File: config.mk
export PLATFORM = sky130hd
export DESIGN_NAME = rar_div_stage
export DESIGN_NICKNAME = d
export VERILOG_FILES = /design/src/rtl/rar_div_stage.sv
export SDC_FILE = /design/constraint.sdc
export NUM_CORES = 1
export LEC_CHECK = 0
export BUFFER_PORTS_ARGS = -buffer_cell sky130_fd_sc_hd__buf_4
export CORE_MARGIN = 10
export CORE_UTILIZATION = 30
export CTS_CLUSTER_SIZE = 24
export DETAILED_ROUTE_END_ITERATION = 10
export HOLD_SLACK_MARGIN = 0.08
export SLEW_MARGIN = 15
export SYNTH_ARGS = -nofsm -noshare
export SYNTH_HDL_FRONTEND = slang
export SYNTH_SLANG_ARGS = --single-unit
File: constraint.sdc
create_clock -name clk -period 4.7 [get_ports clk]
set_clock_uncertainty 0.2 [all_clocks]
set_input_delay 0.94 -clock clk [delete_from_list [all_inputs] [get_ports clk]]
set_output_delay 0.94 -clock clk [all_outputs]
set_load 0.01 [all_outputs]
File: src/rtl/rar_div_stage.sv
// ----------------------------------------------------------------------------
// rar_div_stage
// One registered restoring-division bit for numerator and denominator
// sharing a common divisor.
// ----------------------------------------------------------------------------
`default_nettype none

module rar_div_stage #(
  parameter int MW = 15
) (
  input  wire logic          clk,
  input  wire logic          en,
  input  wire logic [MW-1:0] g,
  input  wire logic [MW-1:0] qn,
  input  wire logic [MW:0]   rn,
  input  wire logic [MW-1:0] qd,
  input  wire logic [MW:0]   rd,
  output logic      [MW-1:0] qn_q,
  output logic      [MW:0]   rn_q,
  output logic      [MW-1:0] qd_q,
  output logic      [MW:0]   rd_q
);

  logic [MW:0]   sn;
  logic [MW:0]   sd;
  logic [MW:0]   gx;
  logic          tn;
  logic          td;

  assign gx = {1'b0, g};
  assign sn = {rn[MW-1:0], qn[MW-1]};
  assign sd = {rd[MW-1:0], qd[MW-1]};
  assign tn = (sn >= gx);
  assign td = (sd >= gx);

  always_ff @(posedge clk) begin
    if (en) begin
      rn_q <= tn ? sn - gx : sn;
      rd_q <= td ? sd - gx : sd;
      qn_q <= {qn[MW-2:0], tn};
      qd_q <= {qd[MW-2:0], td};
    end
  end

endmodule

`default_nettype wire

Word level (Yosys, flattened, before mapping)
Index checks and enable logic that the tools add are counted.

word-level totals
  register bits = 62
  output and inout port bits = 62
  word-level logic and storage cells = 10

operators by class
  add/sub/neg operators = 2
  $lt $le $gt $ge = 2
  multiplexer cells = 2

operators by type and width
  kind                                              number
  16-bit by 15-bit >= comparator with 1-bit output  2
  16-bit 2-to-1 mux                                 2
  16-bit by 15-bit subtractor with 16-bit output    2

Depth between registers and ports, before layout
  depth in word-level cells = 2
  mapped depth = 12

Worst setup path after synthesis
OpenSTA, ideal clock, no wires.

  kind = input -> register
  start = input g[13]
  end = register rn_q[11] (data pin)
  arrival time = 2.704 ns
  required time = 4.240 ns
  setup slack = 1.536 ns
  stages = 10
  path through = inv_1 > ha_1 > buf_2 > a21o_1 > a211oi_1 > nand2_1 > a21o_1 > nand2_4 > buf_6 > mux2_2

between the ends
  cells in the longest elaborated chain, start to end = 2

RTL lines
  item                                              RTL line  RTL
  start, declared                                   13        input wire logic [MW-1:0] g,
  16-bit by 15-bit >= comparator with 1-bit output  33        assign tn = (sn >= gx);
  16-bit 2-to-1 mux                                 38        rn_q <= tn ? sn - gx : sn;
  end signal, assigned                              38
  end, declared                                     19        output logic [MW:0] rn_q,

No other way between the ends.
A chain may end at the register's enable or synchronous reset.

Worst setup path in the final report
  start = input g[7]
  end = register rd_q[8] (data pin)

between the ends
  cells in the longest elaborated chain, start to end = 2
  elaborated cells between the ends (all ways) = 3
  those cells by class = add/sub (1); order compare (1); mux (1)

RTL lines
  item                                              RTL line  RTL
  16-bit by 15-bit >= comparator with 1-bit output  34        assign td = (sd >= gx);
  net td                                            28        logic td;
  16-bit 2-to-1 mux                                 39        rd_q <= td ? sd - gx : sd;
  end signal, assigned                              39
  end, declared                                     21        output logic [MW:0] rd_q

The timed path passes the listed nets, and every way through them passes these cells.

==> results.yml <==
layout:
  regArea_mm2: 0.001862
  multiInputGateArea_mm2: 0.002007
  finalNonFillerCells: 697
  n_antenna_cell: 0
  n_fill_cell: 1341
  drive_above_1_share: 0.3167
  final_cell_area_mm2: 0.005502
  num-nets-final: 628
  area_growth_pct: 35.92
synthesis:
  netlist_instances: 380
  ys_top_cells_by_count: "62 x edfxtp_1, 36 x nand2_1, 32 x o21ai_0"
  yosysMostFrequentCell: "edfxtp_1"
  synth_flop_cell: "edfxtp_1"
  synth_fp_nets: 491
  seq_area_frac_synth: 0.4600
  async_flop_share: 0
  syn-cell-area_mm2: 0.004048
  synth.top_cells.by_area: "edfxtp_1 46%, ha_1 9.3%, o21ai_0 4.0%"
  ys_warn_count: 0
  synth_top_area_share: 0.4600
  yosysUniqueCellTypes: 54
  synth_edf_count: 62
  avgSynthCellArea_um2: 10.65
  yosys_register_bits: 62
  synth_top_cell_by_area: "edfxtp_1"
timing:
  slew_headroom: 0.4185
  tightestPinTransition_ns: 0.8723
  grt_setup_unrepaired: "false"
  fmax_mhz: 282.7
  hold_viol: 0
  drv_slew: 0
  period_share: 0.7526
  setup_viol: 0
  setup-tns-final_ns: 0
  min_period_ns: 3.537
detailed_routing:
  dr.pass1.iters: 5
  postRouteAntennaNets: 0
  vias_per_cell: 4.892
  totalWireLength_um: 12100
  wl_per_cell_um: 17.35
  vias: 3410
  drtIter0Drc: 214
  drc: 0
clock_network:
  cts.repair.resized: 0
  postCtsHoldBufs: 0
  clockRootBuffer: "clkbuf_16"
  cts_tree: "yes"
  clkTransAtPathRegs_ns: 0.05
  cts.path.max_buffers: 2
  cts_sinks: 62
  post_cts_buffers: 0
  htree_levels: 3
  cts_buffers: 9
floorplanning:
  pin_count: 141
  die_w_um: 136.2
  fp.dieH_um: 136.2
  start_util: 0.3057
  die-area_mm2: 0.01854
  core_area_mm2: 0.01324
  core.rowCount: 42
worst_setup_path:
  path_max_fanout: 29
  critPathRequiredTime_ns: 4.58
  crit_type: "input port to register"
  crit_end: "rd_q[8]$_DFFE_PP_"
  critPathLaunchType: "input port"
  crit_arrival_ns: 3.42
  cp-end-kind: "register"
  crit_start: "g[7]"
power:
  cellPowerDensity_mw_per_mm2: 338.0
  vdd_drop_max_mv: 0.1577
  p_leak_uw: 0.002445
placed_design:
  place_hpwl_um: 9753
  port_buffers: 138
  finalWeightedCongestion: 0.8487
  placed_area_mm2: 0.005223
  placed_cells: 682
global_route:
  grt_max_degree: 63
  first_global_vias: 3506
  grt_pass1_wl_um: 18550
  antenna_found_initial: 0
  grt_usage: 0.1275
  grt_overflow: 0
min_path:
  worstHoldPathType: "input port to register"
run_status:
  status: "finished clean"
run:
  maxCapViolCount: 0
report_power, final:
group          total [uW]  switching [uW]  internal, uW
Combinational         514             265           249
Clock                 632             232           400
Sequential            714            17.8           696
Total                1860             515          1340
critical path, stage by stage:
cell     delay [ns]
buf_4          0.07
inv_1          0.06
ha_1           0.37
a21oi_1        0.27
o21ai_0        0.14
a32oi_1        0.25
a41o_1         0.79
inv_1          0.20
mux2_2         0.32
state kept, by name (all words and copies together), names as in the netlist:
signal  count
rd_q       16
rn_q       16
qd_q       15
qn_q       15
cell usage in the layout, fill, tap and decap left out, types with 9 or more instances in the layout:
cell type and n:
mux2_2 12, clkbuf_16 9, nand2_1 36, o21a_1 10, a21oi_1 21, xor2_1 11, a21o_1 11, buf_4 138
ha_1 30, nor2_1 13, inv_1 26, o21ai_0 32, edfxtp_1 62
area by class of cell:
cell class / count / share of cell area
clock buffer: 9 / 0.04094
multi-input combinational: 280 / 0.3648
clock inverter: 6 / 0.009779
inverter: 26 / 0.01774
tap: 176 / 0.04003
sequential: 62 / 0.3384
timing repair buffer: 138 / 0.1883
cells by family after synthesis:
logic type / after synthesis / share of synthesized area
AND/OR/NAND/NOR: 95 / 0.1162
adder cells (fa/ha/maj): 32 / 0.1026
flip-flops: 62 / 0.4600
multiplexers: 12 / 0.03338
XOR/XNOR: 15 / 0.03246
AO/OA/AOI/OAI: 126 / 0.2111
buffers and inverters: 38 / 0.04420
per-layer routing:
metal  vias up  GRT usage  part of all wire
met5         -          0                 0
met2       139     0.1995              0.43
met4         0    0.04379             0.012
met1      1543     0.1555              0.45
met3        11    0.05166              0.11
li1       1717          -                 -
through the flow:
stage                     power [uW]  utilization  setup WS, ns  hold WS [ns]
after floorplan                 1021            -         1.536        0.8389
after global placement          1239       0.3944        0.8405        0.9183
after detailed placement        1244       0.3944        0.7989        0.9195
after CTS                       1893       0.4154         1.157        0.5704
after global routing            1964       0.4154        0.8734        0.5709
final                           1860       0.4154         1.163        0.5851
worst min path at each step:
| stage | startpoint | end | cells past startpoint |
|---|---|---|---|
| finish | qd[10] | qd_q[11]$_DFFE_PP_ | 1 |
| global placement | qn[12] | qn_q[13]$_DFFE_PP_ | 1 |
| floorplan | qd[9] | qd_q[10]$_DFFE_PP_ | 0 |
| global route | qn[11] | qn_q[12]$_DFFE_PP_ | 1 |
| CTS | qd[2] | qd_q[3]$_DFFE_PP_ | 1 |
| detailed placement | qd[2] | qd_q[3]$_DFFE_PP_ | 1 |
No activity file was read; power rests on OpenSTA's default activity.
