### src/rtl/rar_gcd_stage.sv
// ----------------------------------------------------------------------------
// rar_gcd_stage
// One registered step of the binary gcd on two non-negative magnitudes.
// ----------------------------------------------------------------------------
`default_nettype none

module rar_gcd_stage #(
  parameter int MW = 15,
  parameter int KW = 4
) (
  input  wire logic          clk,
  input  wire logic          en,
  input  wire logic [MW-1:0] u,
  input  wire logic [MW-1:0] v,
  input  wire logic [KW-1:0] k,
  output logic      [MW-1:0] u_q,
  output logic      [MW-1:0] v_q,
  output logic      [KW-1:0] k_q
);

  logic [MW-1:0] u_next;
  logic [MW-1:0] v_next;
  logic [KW-1:0] k_next;
  logic [MW-1:0] d_uv;
  logic [MW-1:0] d_vu;

  assign d_uv = u - v;
  assign d_vu = v - u;

  always_comb begin
    u_next = u;
    v_next = v;
    k_next = k;
    if (u == '0 || v == '0) begin
      u_next = u;
    end else if (!u[0] && !v[0]) begin
      u_next = u >> 1;
      v_next = v >> 1;
      k_next = k + KW'(1);
    end else if (!u[0]) begin
      u_next = u >> 1;
    end else if (!v[0]) begin
      v_next = v >> 1;
    end else if (u >= v) begin
      u_next = d_uv >> 1;
    end else begin
      v_next = d_vu >> 1;
    end
  end

  always_ff @(posedge clk) begin
    if (en) begin
      u_q <= u_next;
      v_q <= v_next;
      k_q <= k_next;
    end
  end

endmodule

`default_nettype wire

### config.mk
export PLATFORM = sky130hd
export DESIGN_NAME = rar_gcd_stage
export DESIGN_NICKNAME = d
export VERILOG_FILES = /design/src/rtl/rar_gcd_stage.sv
export SDC_FILE = /design/constraint.sdc
export NUM_CORES = 1
export LEC_CHECK = 0
export ABC_AREA = 1
export BUFFER_PORTS_ARGS = -buffer_cell sky130_fd_sc_hd__buf_2
export CORE_ASPECT_RATIO = 0.75
export CORE_MARGIN = 4
export CORE_UTILIZATION = 23
export DETAILED_ROUTE_END_ITERATION = 10
export SYNTH_ARGS = -nofsm -noshare
export SYNTH_HDL_FRONTEND = slang
export SYNTH_SLANG_ARGS = --single-unit
### constraint.sdc
create_clock -name clk -period 2.8 [get_ports clk]
set_input_delay 0.28 -clock clk [delete_from_list [all_inputs] [get_ports clk]]
set_output_delay 0.28 -clock clk [all_outputs]
set_load 0.005 [all_outputs]
# ---- Word level (Yosys, flattened, before mapping)
# Cells that the tools add are included.
dict set report word_totals {
  register_bits 34
  word_cells 25
  input_bits 36
}
dict set report op_classes {
  n_lt_le_gt_ge 1
  n_addsub 3
  mux 12
  reduce_logical 6
}
# cell n
set op_table {}
lappend op_table {{$mux W15} 10}
lappend op_table {{$logic_not A15 Y1} 2}
lappend op_table {{$sub A15 B15 Y15} 2}
lappend op_table {{$ge A15 B15 Y1} 1}
lappend op_table {{$mux W4} 2}
lappend op_table {{$add A4 B1 Y4 const B} 1}
lappend op_table {{$logic_not A1 Y1} 2}
lappend op_table {{$logic_and A1 B1 Y1} 1}
lappend op_table {{$logic_or A1 B1 Y1} 1}

# ---- Longest topological paths before layout
# Gate-level depths: netlist of the first run.
dict set report logic_depth {
  depth_word 6
  ltp_mapped 19
}

# ---- Least setup slack after synthesis of the first run
# OpenSTA, ideal clock, no wires.
dict set report synth_path {
  path_type {input to register}
  startpoint {input u[0]}
  endpoint {register u_q[7], data pin}
  setup_time_ns 0.257
  cell_stages 10
  n_path_buf 1
  arrival_time_ns 1.951
  path_slack_ns 0.592
  cell_sequence {clkinv_1 -> clkbuf_1 -> ha_1 -> fa_1 -> o21bai_1 -> a21oi_1 -> xor2_1 -> nand2_1 -> nand2_1 -> a21oi_1}
}
dict set report synth_between {
  elab_chain_cells 6
}
# item line_no
set synth_lines {}
lappend synth_lines {{from (decl)} 13} ;# input wire logic [MW-1:0] u,
lappend synth_lines {{$sub A15 B15 Y15 / $ge A15 B15 Y1 (equally long branches)} {27, 44}}
lappend synth_lines {{$mux W15} 44} ;# end else if (u >= v) begin
lappend synth_lines {{$mux W15} 42} ;# end else if (!v[0]) begin
lappend synth_lines {{$mux W15} 40} ;# end else if (!u[0]) begin
lappend synth_lines {{$mux W15} 36} ;# end else if (!u[0] && !v[0]) begin
lappend synth_lines {{$mux W15 *} 34} ;# if (u == '0 || v == '0) begin
lappend synth_lines {{named net u_next[7]} 21} ;# logic [MW-1:0] u_next;
lappend synth_lines {{to (signal assigned)} 53} ;# u_q <= u_next;
lappend synth_lines {{to (decl)} 16} ;# output logic [MW-1:0] u_q,
# The timed path passes the listed nets; every way through them passes the cells marked *.
# A chain may end at the register's enable or synchronous reset.

# ---- Final worst setup path of the first run
dict set report layout_path {
  startpoint {input u[9]}
  endpoint {register v_q[4], data pin}
}
dict set report layout_between {
  elab_chain_cells 6
}
# item line_no
set layout_lines {}
lappend layout_lines {{$ge A15 B15 Y1} 44}
lappend layout_lines {{$mux W15} 44}
lappend layout_lines {{$mux W15} 42}
lappend layout_lines {{$mux W15} 40}
lappend layout_lines {{$mux W15} 36}
lappend layout_lines {{$mux W15 *} 34}
lappend layout_lines {{named net v_next[4]} 22} ;# logic [MW-1:0] v_next;
lappend layout_lines {{to (signal assigned)} 54} ;# v_q <= v_next;
lappend layout_lines {{to (decl)} 17} ;# output logic [MW-1:0] v_q,
# Marks and branches as above.

==> results of run 1 <==
[power breakdown]
group / internal, mW / switching (mW) / total, mW / leakage, nW
sequential: 0.632 / 0.0153 / 0.647 / 0.332
combinational: 0.272 / 0.494 / 0.765 / 2.12
clock: 0.325 / 0.213 / 0.538 / 0.0683
total: 1.23 / 0.722 / 1.95 / 2.52
[critical path, stage by stage]
cell                      delay, ps
sky130_fd_sc_hd__buf_2          170
sky130_fd_sc_hd__inv_1          120
sky130_fd_sc_hd__ha_1           420
sky130_fd_sc_hd__nand2_1        170
sky130_fd_sc_hd__inv_1           90
sky130_fd_sc_hd__nand2_1         70
sky130_fd_sc_hd__nand2_1         80
sky130_fd_sc_hd__a21oi_2        240
sky130_fd_sc_hd__nand3_4        160
sky130_fd_sc_hd__nand2_4        110
sky130_fd_sc_hd__buf_4          210
sky130_fd_sc_hd__nand2_1        120
sky130_fd_sc_hd__a21oi_1        140
sky130_fd_sc_hd__a21oi_1         90
[through the flow]
| step | area [µm²] | utilization |
|---|---|---|
| 3_5_place_dp | 4757 | 0.2785 |
| 4_1_cts | 4895 | 0.2865 |
| 5_1_grt | 4895 | 0.2865 |
| 3_3_place_gp | 4757 | 0.2785 |
| 6_report | 4895 | 0.2865 |
| 2_1_floorplan | 4066 | - |
[kinds of logic (layout without fill, tap and decap cells)]
group / Yosys count / after routing
and+or+nand+nor: 322 / 322
buffers and inverters: 118 / 200
AOI/OAI and AO/OA: 106 / 106
adders and majority gates: 34 / 34
DFF: 34 / 34
xor gates and xnor gates: 15 / 15
[layer usage]
layer | GRT usage | routed length [µm] | vias up
met2 | 0.2156 | 5990 | 179
li1 | - | - | 2188
met5 | 0.01768 | 48 | -
met1 | 0.2392 | 7859 | 1984
met4 | 0.009590 | 33 | 2
met3 | 0.03232 | 1277 | 7
[cell type report]
class                      count  share of cell area
clock buffer                   6             0.02633
clock inverter                 2            0.001789
inverter                      98             0.07515
multi-input combinational    477              0.5189
sequential                    34              0.2086
tap                          236             0.06033
timing repair buffer          94              0.1089
[sequential cells by signal, summed over array words and instances (netlist names)]
name  count
u_q      15
v_q      15
k_q       4
[final timing paths]
kind | depth (start not counted) | start | slack, ps | end
max | 14 | u[9] | 360 | v_q[4]$_DFFE_PP_
min | 2 | k[3] | 300 | k_q[3]$_DFFE_PP_
[cells in the final DEF, fill, tap and decap left out, drive strengths merged]
cell and count:
nand2 224, inv 97, buf 94, a21oi 64, nor2 43, edfxtp 34, ha 32, nand3 27
o21ai 24, nand4 12, xor2 11, a22oi 8, nor3 7, clkbuf 6, o211ai 5, xnor2 4
o21bai 3, clkinv 3, nor4 2, and2 2, nand3b 2, fa 2, a21o 1, or2 1
o22ai 1, and3 1, nor3b 1
==> summary by stage, run 1 <==
Timing
The top achievable clock speed is 409.1 MHz. The hold violation count in the final report is 0. The post-route fraction of the period consumed by the critical path is 0.8731. Setup repair after global routing left no endpoint under its margin.

Headroom to the max-slew limit came out at 0.4711. The post-layout minimum cycle time is ~2400 ps. The final hold slack is 300.4 ps. The setup TNS is 0 ps. The least setup slack across all paths after layout is between 300 and 400 ps. Setup violations remaining at the end of the flow were counted as 0.

The max-slew violation count is 0. The slew at the pin with the worst max-slew slack is 793.3 ps.

Setup path
STA puts the critical path data arrival time at 2480 ps. The maximum fanout along the worst path is 13. STA classifies the critical path endpoint as a register. For the worst setup path, the data required time is 2830 ps.

The type of the worst setup path is input pin to register. The startpoint type of the worst setup path is an input pin.

Logic synthesis
Counting every net in the synthesized netlist gives between 600 and 700. The fraction of synthesis flops using an asynchronous set or reset pin is 0. The count of flip-flops with a built-in enable after synthesis is 34. The compound-cell area share of the yosys netlist is 0.1458.

Of the total synthesized cell area, the portion taken by full adders, half adders and majority gates is 0.1083. After synthesis, the cell types taking the most area are sky130_fd_sc_hd__edfxtp_1 (25%), sky130_fd_sc_hd__nand2_1 (20%), sky130_fd_sc_hd__ha_1 (9.8%). Counting flops and latches in the post-synthesis netlist gives 34. Averaged over all synthesized cells, the footprint is between 6 and 7 µm². For this run, the register share of the synthesized area comes to 0.2511. The cell area after synthesis is approximately 0.004 mm². After synthesis, the netlist uses 40 different library cells. Synthesis handed over a netlist of 629 instances.

Of the total synthesized cell area, the portion taken by XOR and XNOR cells is 0.03231. The dominant combinational cell family by area after synthesis is simple AND/OR/NAND/NOR gates. The commonest cells after synthesis are sky130_fd_sc_hd__nand2_1 (217), sky130_fd_sc_hd__inv_1 (89), sky130_fd_sc_hd__a21oi_1 (60). The multiplexer area fraction after synthesis is 0. The count of synthesis-stage warnings from yosys is 0. The cell with the most instances after synthesis is sky130_fd_sc_hd__nand2_1. The biggest area contributor in the post-synthesis netlist is sky130_fd_sc_hd__edfxtp_1.

The share of synthesized area in the top cell type comes to 0.2511. The share of synthesized cell area in and, or, nand and nor gates is 0.3382. The predominant post-synthesis flop cell is sky130_fd_sc_hd__edfxtp_1.

Finish
The number of non-filler instances in the completed layout is 947. The area of all sequential standard cells is a little over 0.001 mm². The total number of nets in the final design is about 800. Compared with the post-synthesis result, the final layout area differs by 20.37%.

The area of combinational cells with multiple inputs is between 0.002 and 0.003 mm². The fraction of layout instances using a drive strength above 1 is 0.1814. The repair_antennas step left the layout with diodes totalling 0.

The number of fill cells in the layout is slightly below 2000.

Clocking
The H-tree was split into 2 levels. The clock-pin slew on the worst setup and hold paths is 60 ps. TritonCTS built the clock tree.

The clock sink count is 34. Buffers added to address setup during post-CTS repair amount to 0. The number of clock buffers added by TritonCTS is 5.

The tree is rooted in a sky130_fd_sc_hd__clkbuf_16. The total of hold buffers inserted after clock tree synthesis is 0. The deepest clock path buffer count is 2. Gates resized during post-CTS repair numbered 0.

Outcome
The run finished with clean final reports.

Hold path
The worst hold-check path type is input pin to register.

Floorplan
The number of core rows is 41. Measured along the y axis, the die boundary spans 123.2 µm. In this run the horizontal extent of the chip is around 160 µm. The placeable core region is around 0.017 mm².

The number of I/O pins is 70. The floorplan step defined a die boundary enclosing between 0.015 and 0.02 mm². The starting density of the core is 0.2380.

Flow run
Max-cap violations in this run came to 0.

Placement
The number of input and output port buffers inserted is 69. The congestion estimate from routability-driven global placement came to 0.9215. At the placement stage, the worst setup path has a slack of between 100 and 150 ps. Once placement completed, the tool counted placed cells totaling ~940. The wire-length estimate of the detail-placed layout is around 13 mm.

Routing
After the first detailed-routing iteration, the DRC count stood at between 400 and 500. After detailed routing, the total wire length is between 15 and 20 mm. In the final routed layout, each cell accounts on average for roughly 16 µm. Using the TritonRoute via totals, the vias-per-cell ratio works out to about 4.6. The number of DRC violations after detailed routing is 0. The first-pass iteration count of the detailed router is 5. The count of nets left with antenna violations after detail routing is 0.

The detailed router placed 4360 vias in this run.

Power
For this design the static power due to leakage is around 2.5 nW. The power per cell area is between 300 and 400 mW/mm². IR analysis of the VDD net gives a maximum drop of approximately 0.00018 V.

After layout, the design draws a total of 1.951 mW.

Global route
In the global route stage, overall resource usage came out at 0.1513. The first global-routing pass estimated approximately 23 mm of wire. The initial antenna violation count is 0. The global-route congestion overflow total is 0. Entering global routing, the biggest net connects 35 pins.

The via count of the first global-routing pass is 4070.
Note: power is estimated with default switching activity, not from simulation.
==> run 2, diff against run 1 <==
--- a/config.mk
+++ b/config.mk
@@ -11,6 +11,7 @@
 export CORE_MARGIN = 4
 export CORE_UTILIZATION = 23
 export DETAILED_ROUTE_END_ITERATION = 10
+export PLACE_DENSITY = 0.48
 export SYNTH_ARGS = -nofsm -noshare
 export SYNTH_HDL_FRONTEND = slang
 export SYNTH_SLANG_ARGS = --single-unit
==> run 2 against run 1 <==
Power rose by 0.45%; global-route usage rose by 0.23 points; sequential share of layout area rose by 0.080 points; critical endpoint unchanged; highest routed layer is now met4.
==> summary by stage, run 2 (synthesized netlist as in run 1, its figures left out) <==
Setup path
The slowest stage of the critical path is the sky130_fd_sc_hd__ha_1 cell. The number of buffers and inverters on the critical path is 4. The data arrival time of the worst path is approximately 2600 ps. The required time of the critical path is 2840 ps. The most repeated library cell on the critical path is sky130_fd_sc_hd__nand2_1. Traced cell by cell, the critical path runs through buf_2 > inv_1 > ha_1 > nand2_1 > inv_1 > nand2_1 > nand2_1 > a21oi_2 > nand3_4 > nand2_4 > buf_4 > nand2_1 > a21oi_1 > a21oi_1.

The element type at the critical path end is a register. The worst setup path is launched from an input pin. The worst setup path is of the input pin to register kind. The highest cell delay on the worst timing path is approximately 430 ps. Along the worst path, the maximum fanout reaches 13. The kind of cell adding the most delay to the critical path is simple AND/OR/NAND/NOR gates.

Clocking
The total of hold buffers inserted after clock tree synthesis is 0. The number of H-tree levels is 2. The number of post-CTS setup repair buffers is 0. After clock tree synthesis, the clock-pin slew on the worst setup and hold paths is 60 ps.

The count of cells resized by post-cts repair is 0. The deepest clock path buffer count is 2. Counting every sink on the clock net gives 34. TritonCTS built the clock tree. CTS placed an instance of sky130_fd_sc_hd__clkbuf_16 at the clock tree root. Counting the buffers created by CTS gives 5.

Finish
The number of antenna diodes is 0. Leaving out fill and tap cells, the most frequent cells in the layout are sky130_fd_sc_hd__nand2_1 (217), sky130_fd_sc_hd__inv_1 (89), sky130_fd_sc_hd__buf_2 (69), sky130_fd_sc_hd__a21oi_1 (60), sky130_fd_sc_hd__nor2_1 (38). The post-route standard cell area excluding fillers is between 0.004 and 0.005 mm².

The number of non-filler instances in the completed layout is about 940. The multi-input combinational cells in the finished layout cover a total of between 0.002 and 0.003 mm². The number of fill cells in the layout is 1968. Relative to the synthesized area, the layout overhead comes to 19.91%. The largest registers in the layout are u_q (15), v_q (15), k_q (4). The fraction of layout instances using a drive strength above 1 is 0.1794. Summing all flip-flop and latch instances after layout gives around 0.0010 mm². The library cell used most frequently in the layout, excluding fill and tap cells, is sky130_fd_sc_hd__nand2_1.

Once layout is complete, the utilization of the core stands at 0.2854. The total number of nets in the final design is between 700 and 800.

Routing
The first-pass iteration count of the detailed router is 5. The number of DRC violations after detailed routing is 0. The count of nets left with antenna violations after detail routing is 0. The initial DRC count is just over 400.

The total length of routed wires is approximately 15 mm. Detailed routing inserted a total of approximately 4300 vias. Dividing the detail-routed wire length by the instance count gives between 15 and 20 µm. The mean number of vias per cell is ~4.5.

Power
VDD sags by at most between 0.0002 and 0.00025 V. The leakage power figure is about 2.5 nW. The power per cell area is between 400 and 500 mW/mm².

Placement
During placement, the flow inserted port buffers numbering just under 70. The instance area at placement is 0.004735 mm². The HPWL after detailed placement is ~13 mm. The final weighted congestion in routability-driven placement is ~0.90. After detailed placement, the design holds a cell count of between 900 and 1000.

Global route
The via count of the first global-routing pass is 4136. After global routing the overflow that remains totals 0. The initial antenna violation count is 0. Across every metal layer, demand over resource in global routing totals 0.1536. Entering global routing, the biggest net connects 35 pins. The global-route wire length before repair is between 20 and 25 mm.

Floorplan
The initialized floorplan defines 41 standard-cell rows. The placeable core region is around 0.017 mm². The floorplan step set the die height to around 120 µm. The initial utilization of the core area, before any placement, comes to 0.2380. During I/O placement, the number of pins put on the boundary was 70. Measured along the x axis, the die boundary spans about 160 µm. The total die area is between 0.015 and 0.02 mm².

Timing
The final hold slack is about 290 ps. Setup violations remaining at the end of the flow were counted as 0. The slew at the pin with the worst max-slew slack is slightly below 800 ps. Setup repair after global routing left no endpoint under its margin.

Measured against its own limit, the worst slew margin works out to 0.4705. Based on the critical path, the design can be clocked at up to 392.9 MHz. Dividing the final minimum period by the clock period gives 0.9091. The max-slew violation count is 0. The post-layout minimum cycle time is ~2500 ps. The setup TNS is 0 ps.

The hold violation count in the final report is 0.

Hold path
The worst hold path belongs to the class input pin to register.

Outcome
The flow ran to the end, and the final reports show no timing, DRC or antenna violations.

Flow run
The max-cap check violation count is 0.
## run 2: layer usage
metal / wire length [µm] / track usage / part of all wire
met1: 8281 / 0.2439 / 0.54
met2: 5967 / 0.2211 / 0.39
met3: 874 / 0.02466 / 0.057
met4: 89 / 0.01971 / 0.0059
met5: 0 / 0 / 0
## run 2: worst paths after layout
path,end,start,cells after the start,slack (ps)
min,k_q[3]$_DFFE_PP_,k[3],2,290
max,v_q[4]$_DFFE_PP_,u[9],14,250
## run 2: stage by stage
stage	setup slack, ps	power, mW
floorplan	591.5	1.126
global placement	59.48	1.408
detailed placement	47.63	1.403
CTS	341.3	1.962
global route	129.5	2.089
finish	254.6	1.960
## run 2: final cells by class
type	instances	area share
clock buffers	5	0.02566
clock inverters	3	0.003336
inverters	98	0.07544
multi-input cells	477	0.5209
flip-flops and latches	34	0.2094
well taps	236	0.06056
repair buffers	91	0.1047
## run 2: power by group
part           switching [mW]  leakage (nW)  internal [mW]
registers              0.0126         0.332          0.632
clock network           0.233        0.0672          0.325
logic                   0.492          2.11          0.265
==> run 3, diff against run 2 <==
--- a/config.mk
+++ b/config.mk
@@ -5,13 +5,14 @@
 export SDC_FILE = /design/constraint.sdc
 export NUM_CORES = 1
 export LEC_CHECK = 0
-export ABC_AREA = 1
 export BUFFER_PORTS_ARGS = -buffer_cell sky130_fd_sc_hd__buf_2
 export CORE_ASPECT_RATIO = 0.75
 export CORE_MARGIN = 4
 export CORE_UTILIZATION = 23
+export CTS_BUF_LIST = sky130_fd_sc_hd__clkbuf_4 sky130_fd_sc_hd__clkbuf_8
+export CTS_CLUSTER_DIAMETER = 60
 export DETAILED_ROUTE_END_ITERATION = 10
-export PLACE_DENSITY = 0.48
+export PLACE_DENSITY = 0.49
 export SYNTH_ARGS = -nofsm -noshare
 export SYNTH_HDL_FRONTEND = slang
 export SYNTH_SLANG_ARGS = --single-unit
==> run 3 against run 2 <==
Cell count shrank 21%; design area decreased by 3.6%; first-iteration DRC count up 3.6%; hold slack about the same; synthesized cell count fell by 38%; routed wire length shrank 11%; power is 6.9% lower; clock power shrank 32%; count of clock-buffer cells in the layout stayed put; die area shrank 16%; maximum frequency shrank 4.3%; highest routed layer unchanged.
==> summary by stage, run 3 <==
Outcome
The run finished with clean final reports.

Finish
The total number of nets in the final design is slightly above 600. The area of combinational cells with multiple inputs is ~0.0021 mm². The area growth from synthesis to layout is 38.56%. The top cell types in the final layout, fill and taps aside, are sky130_fd_sc_hd__buf_4 (96), sky130_fd_sc_hd__buf_2 (69), sky130_fd_sc_hd__inv_1 (35), sky130_fd_sc_hd__edfxtp_1 (34), sky130_fd_sc_hd__nand2_1 (33).

In the final layout, the registers with the most flip-flops are u_q (15), v_q (15), k_q (4). The number of fill cells in the layout is roughly 1600. 0 antenna diodes ended up in the layout.

The library cell used most frequently in the layout, excluding fill and tap cells, is sky130_fd_sc_hd__buf_4. Of the cells placed in the final design, the portion with a size suffix greater than 1 is 0.3499. The area of all sequential standard cells is a little over 0.001 mm².

Clocking
The clock sink count is 34. The TritonCTS clock tree is yes. No sink is reached through more buffers than the 2 on the longest clock path. Clock tree synthesis selected as its root buffer the cell sky130_fd_sc_hd__clkbuf_8.

Buffers inserted during clock tree synthesis total 5. Gates resized during post-CTS repair numbered 0. The total of hold buffers inserted after clock tree synthesis is 0.

The clock-pin slew on the worst setup and hold paths is ~70 ps. The number of post-CTS setup repair buffers is 0. The number of H-tree levels is 2.

Logic synthesis
After synthesis, the share of flip-flops with an asynchronous set or reset is 0. Yosys mapped a number of flops with a built-in enable equal to 34. Counting instances in the post-synthesis netlist gives the leading cell types as sky130_fd_sc_hd__inv_1 (35), sky130_fd_sc_hd__edfxtp_1 (34), sky130_fd_sc_hd__nand2_1 (33). Of the synthesized area, sequential elements account for 0.3011.

For this run, the leading register cell type out of synthesis is sky130_fd_sc_hd__edfxtp_1. By area the synthesized netlist is led by sky130_fd_sc_hd__edfxtp_1 (30%), sky130_fd_sc_hd__ha_1 (12%), sky130_fd_sc_hd__xnor2_1 (4.6%). The post-synthesis register bit count is 34.

The number of cells produced by synthesis is roughly 390. Of the post-synthesis cell area, the dominant cell type holds 0.3011. The net count after synthesis is around 460.

The cell area after synthesis is approximately 0.0034 mm². The number of distinct library cells after synthesis is 63. Summed over all instances, the cell type with the most area after synthesis is sky130_fd_sc_hd__edfxtp_1. sky130_fd_sc_hd__inv_1 is the most common cell in the netlist.

Each instance of the synthesized netlist takes up on average just under 9 µm². The count of synthesis-stage warnings from yosys is 0.

Timing
The worst pin sits at a relative slew slack of 0.4521. The number of failing setup endpoints in the final timing report is 0. The slew at the pin with the worst max-slew slack is roughly 820 ps. The top achievable clock speed is 376.0 MHz. For the finished layout, the period the worst path requires is approximately 2700 ps. Setup repair after global routing left no endpoint under its margin.

The max-slew violation count is 0. For the final routed database, the setup TNS stands at 0 ps. The post-route fraction of the period consumed by the critical path is 0.9499. The hold violation count in the final report is 0.

Power
The share of total power dissipated in sequential elements is 0.354. The maximum ir drop on the vdd rail is 0.0001081 V. Dividing total power by cell area gives a power density of slightly below 400 mW/mm². The internal power summed over all cells is ~1.2 mW. The completed layout was analyzed and its total power is roughly 1.8 mW. The switching power is approximately 0.67 mW. The proportion of power drawn by the clock network is 0.207. The switching share of total power is 0.3654. The leakage power figure is between 2 and 2.5 nW. The combinational cell fraction of total power is 0.438.

Global route
The first global-routing pass estimated between 20 and 25 mm of wire. The initial antenna violation count is 0. The largest net degree at the start of global routing is 35.

Summed over all layers, the global routing overflow is 0. The via count of the first global-routing pass is 3511. For this run, the total global-route usage over all layers was measured as 0.1560.

Routing
The first-pass iteration count of the detailed router is 6. The routed wirelength normalized by instance count is roughly 18 µm. In this run the remaining antenna-violating nets after routing total 0. The detailed router placed approximately 3600 vias in this run. The total length of routed wires is approximately 14 mm. Dividing the detail-routed via count by the number of cells gives about 4.9. In the routed design, unresolved DRC markers number 0.

For this block, the initial DRC count from the detailed router was about 430.

Hold path
The worst hold-check path type is input pin to register.

Setup path
The cell that appears most often on the critical path is sky130_fd_sc_hd__buf_4. For this design, the slowest cell found on the critical path is sky130_fd_sc_hd__a222oi_1. At the worst endpoint, the required time is 2970 ps. The kind of cell adding the most delay to the critical path is compound AO/OA/AOI/OAI gates. STA puts the critical path data arrival time at approximately 2800 ps.

STA classifies the critical path endpoint as a register. Traced cell by cell, the critical path runs through buf_2 > inv_1 > ha_1 > buf_4 > a21oi_1 > o22ai_1 > o221ai_2 > nor4b_1 > nor3_1 > a222oi_1 > buf_4. The maximum fanout along the worst path is 7.

Together, buffers and inverters on the worst path number 4. The largest single stage delay on the critical path is around 420 ps. The type of the worst setup path is input pin to register. The startpoint type of the worst setup path is an input pin.

Floorplan
The height of the die is 113.2 µm. The initial utilization of the core area, before any placement, comes to 0.2346. In this run the horizontal extent of the chip is ~150 µm. The die covers around 0.017 mm². The region available for standard cell placement spans between 0.01 and 0.015 mm². In this run the count of I/O pins placed on the die edge is 70. Row generation in the floorplan step produced 38 rows.

Placement
The congestion estimate from routability-driven global placement came to roughly 0.98. In this run the tool buffered the top-level ports with 69 buffer cells. The wire-length estimate of the detail-placed layout is between 10 and 15 mm.

Flow run
Max-cap violations in this run came to 0.
==> run 3: power groups by stage <==
stage                     combinational, mW  sequential [mW]  clock [mW]
final                                 0.800            0.647       0.379
after global routing                  0.869            0.652       0.420
after CTS                             0.786            0.648       0.400
after detailed placement              0.780            0.657           0
after global placement                0.781            0.659           0
after floorplan                       0.404            0.663           0
==> run 3: routing by layer <==
| metal | up-vias | track usage | wire length (µm) | part of all wire |
|---|---|---|---|---|
| met1 | 1727 | 0.2426 | 6845 | 0.51 |
| met4 | 0 | 0.02277 | 127 | 0.0094 |
| met2 | 152 | 0.2247 | 5502 | 0.41 |
| met3 | 16 | 0.03203 | 1050 | 0.078 |
| li1 | 1746 | - | - | - |
| met5 | - | 0 | 0 | 0 |
==> run 3: area by class of cell <==
class | instances | area share
clock buffers | 5 | 0.01465
clock inverters | 3 | 0.003462
inverters | 35 | 0.02796
multi-input cells | 301 | 0.4565
flip-flops and latches | 34 | 0.2173
well taps | 200 | 0.05326
repair buffers | 165 | 0.2269
==> run 3: final timing paths <==
| kind | start | end | slack (ps) | cells past startpoint |
|---|---|---|---|---|
| min | k[3] | k_q[3]$_DFFE_PP_ | 290 | 2 |
| max | u[2] | v_q[11]$_DFFE_PP_ | 140 | 11 |
==> run 3: kinds of logic after synthesis <==
logic type | after synthesis | share of synthesized area
adder cells (fa/ha/maj) | 34 | 0.1299
AND/OR/NAND/NOR | 120 | 0.1753
buffers and inverters | 53 | 0.07048
AO/OA/AOI/OAI | 122 | 0.2587
XOR/XNOR | 25 | 0.06458
flip-flops | 34 | 0.3011
==> run 3: through the flow <==
step	hold slack [ps]	worst slack (ps)	cells	utilization	instance area (µm²)
2_1_floorplan	392.5	180.0	388	-	3391
5_1_grt	282.6	15.61	743	0.3251	4698
6_report	288.2	140.4	743	0.3251	4698
4_1_cts	285.9	113.8	743	0.3241	4684
3_3_place_gp	582.2	-223.4	735	0.3182	4599
3_5_place_dp	598.6	-163.4	735	0.3182	4599
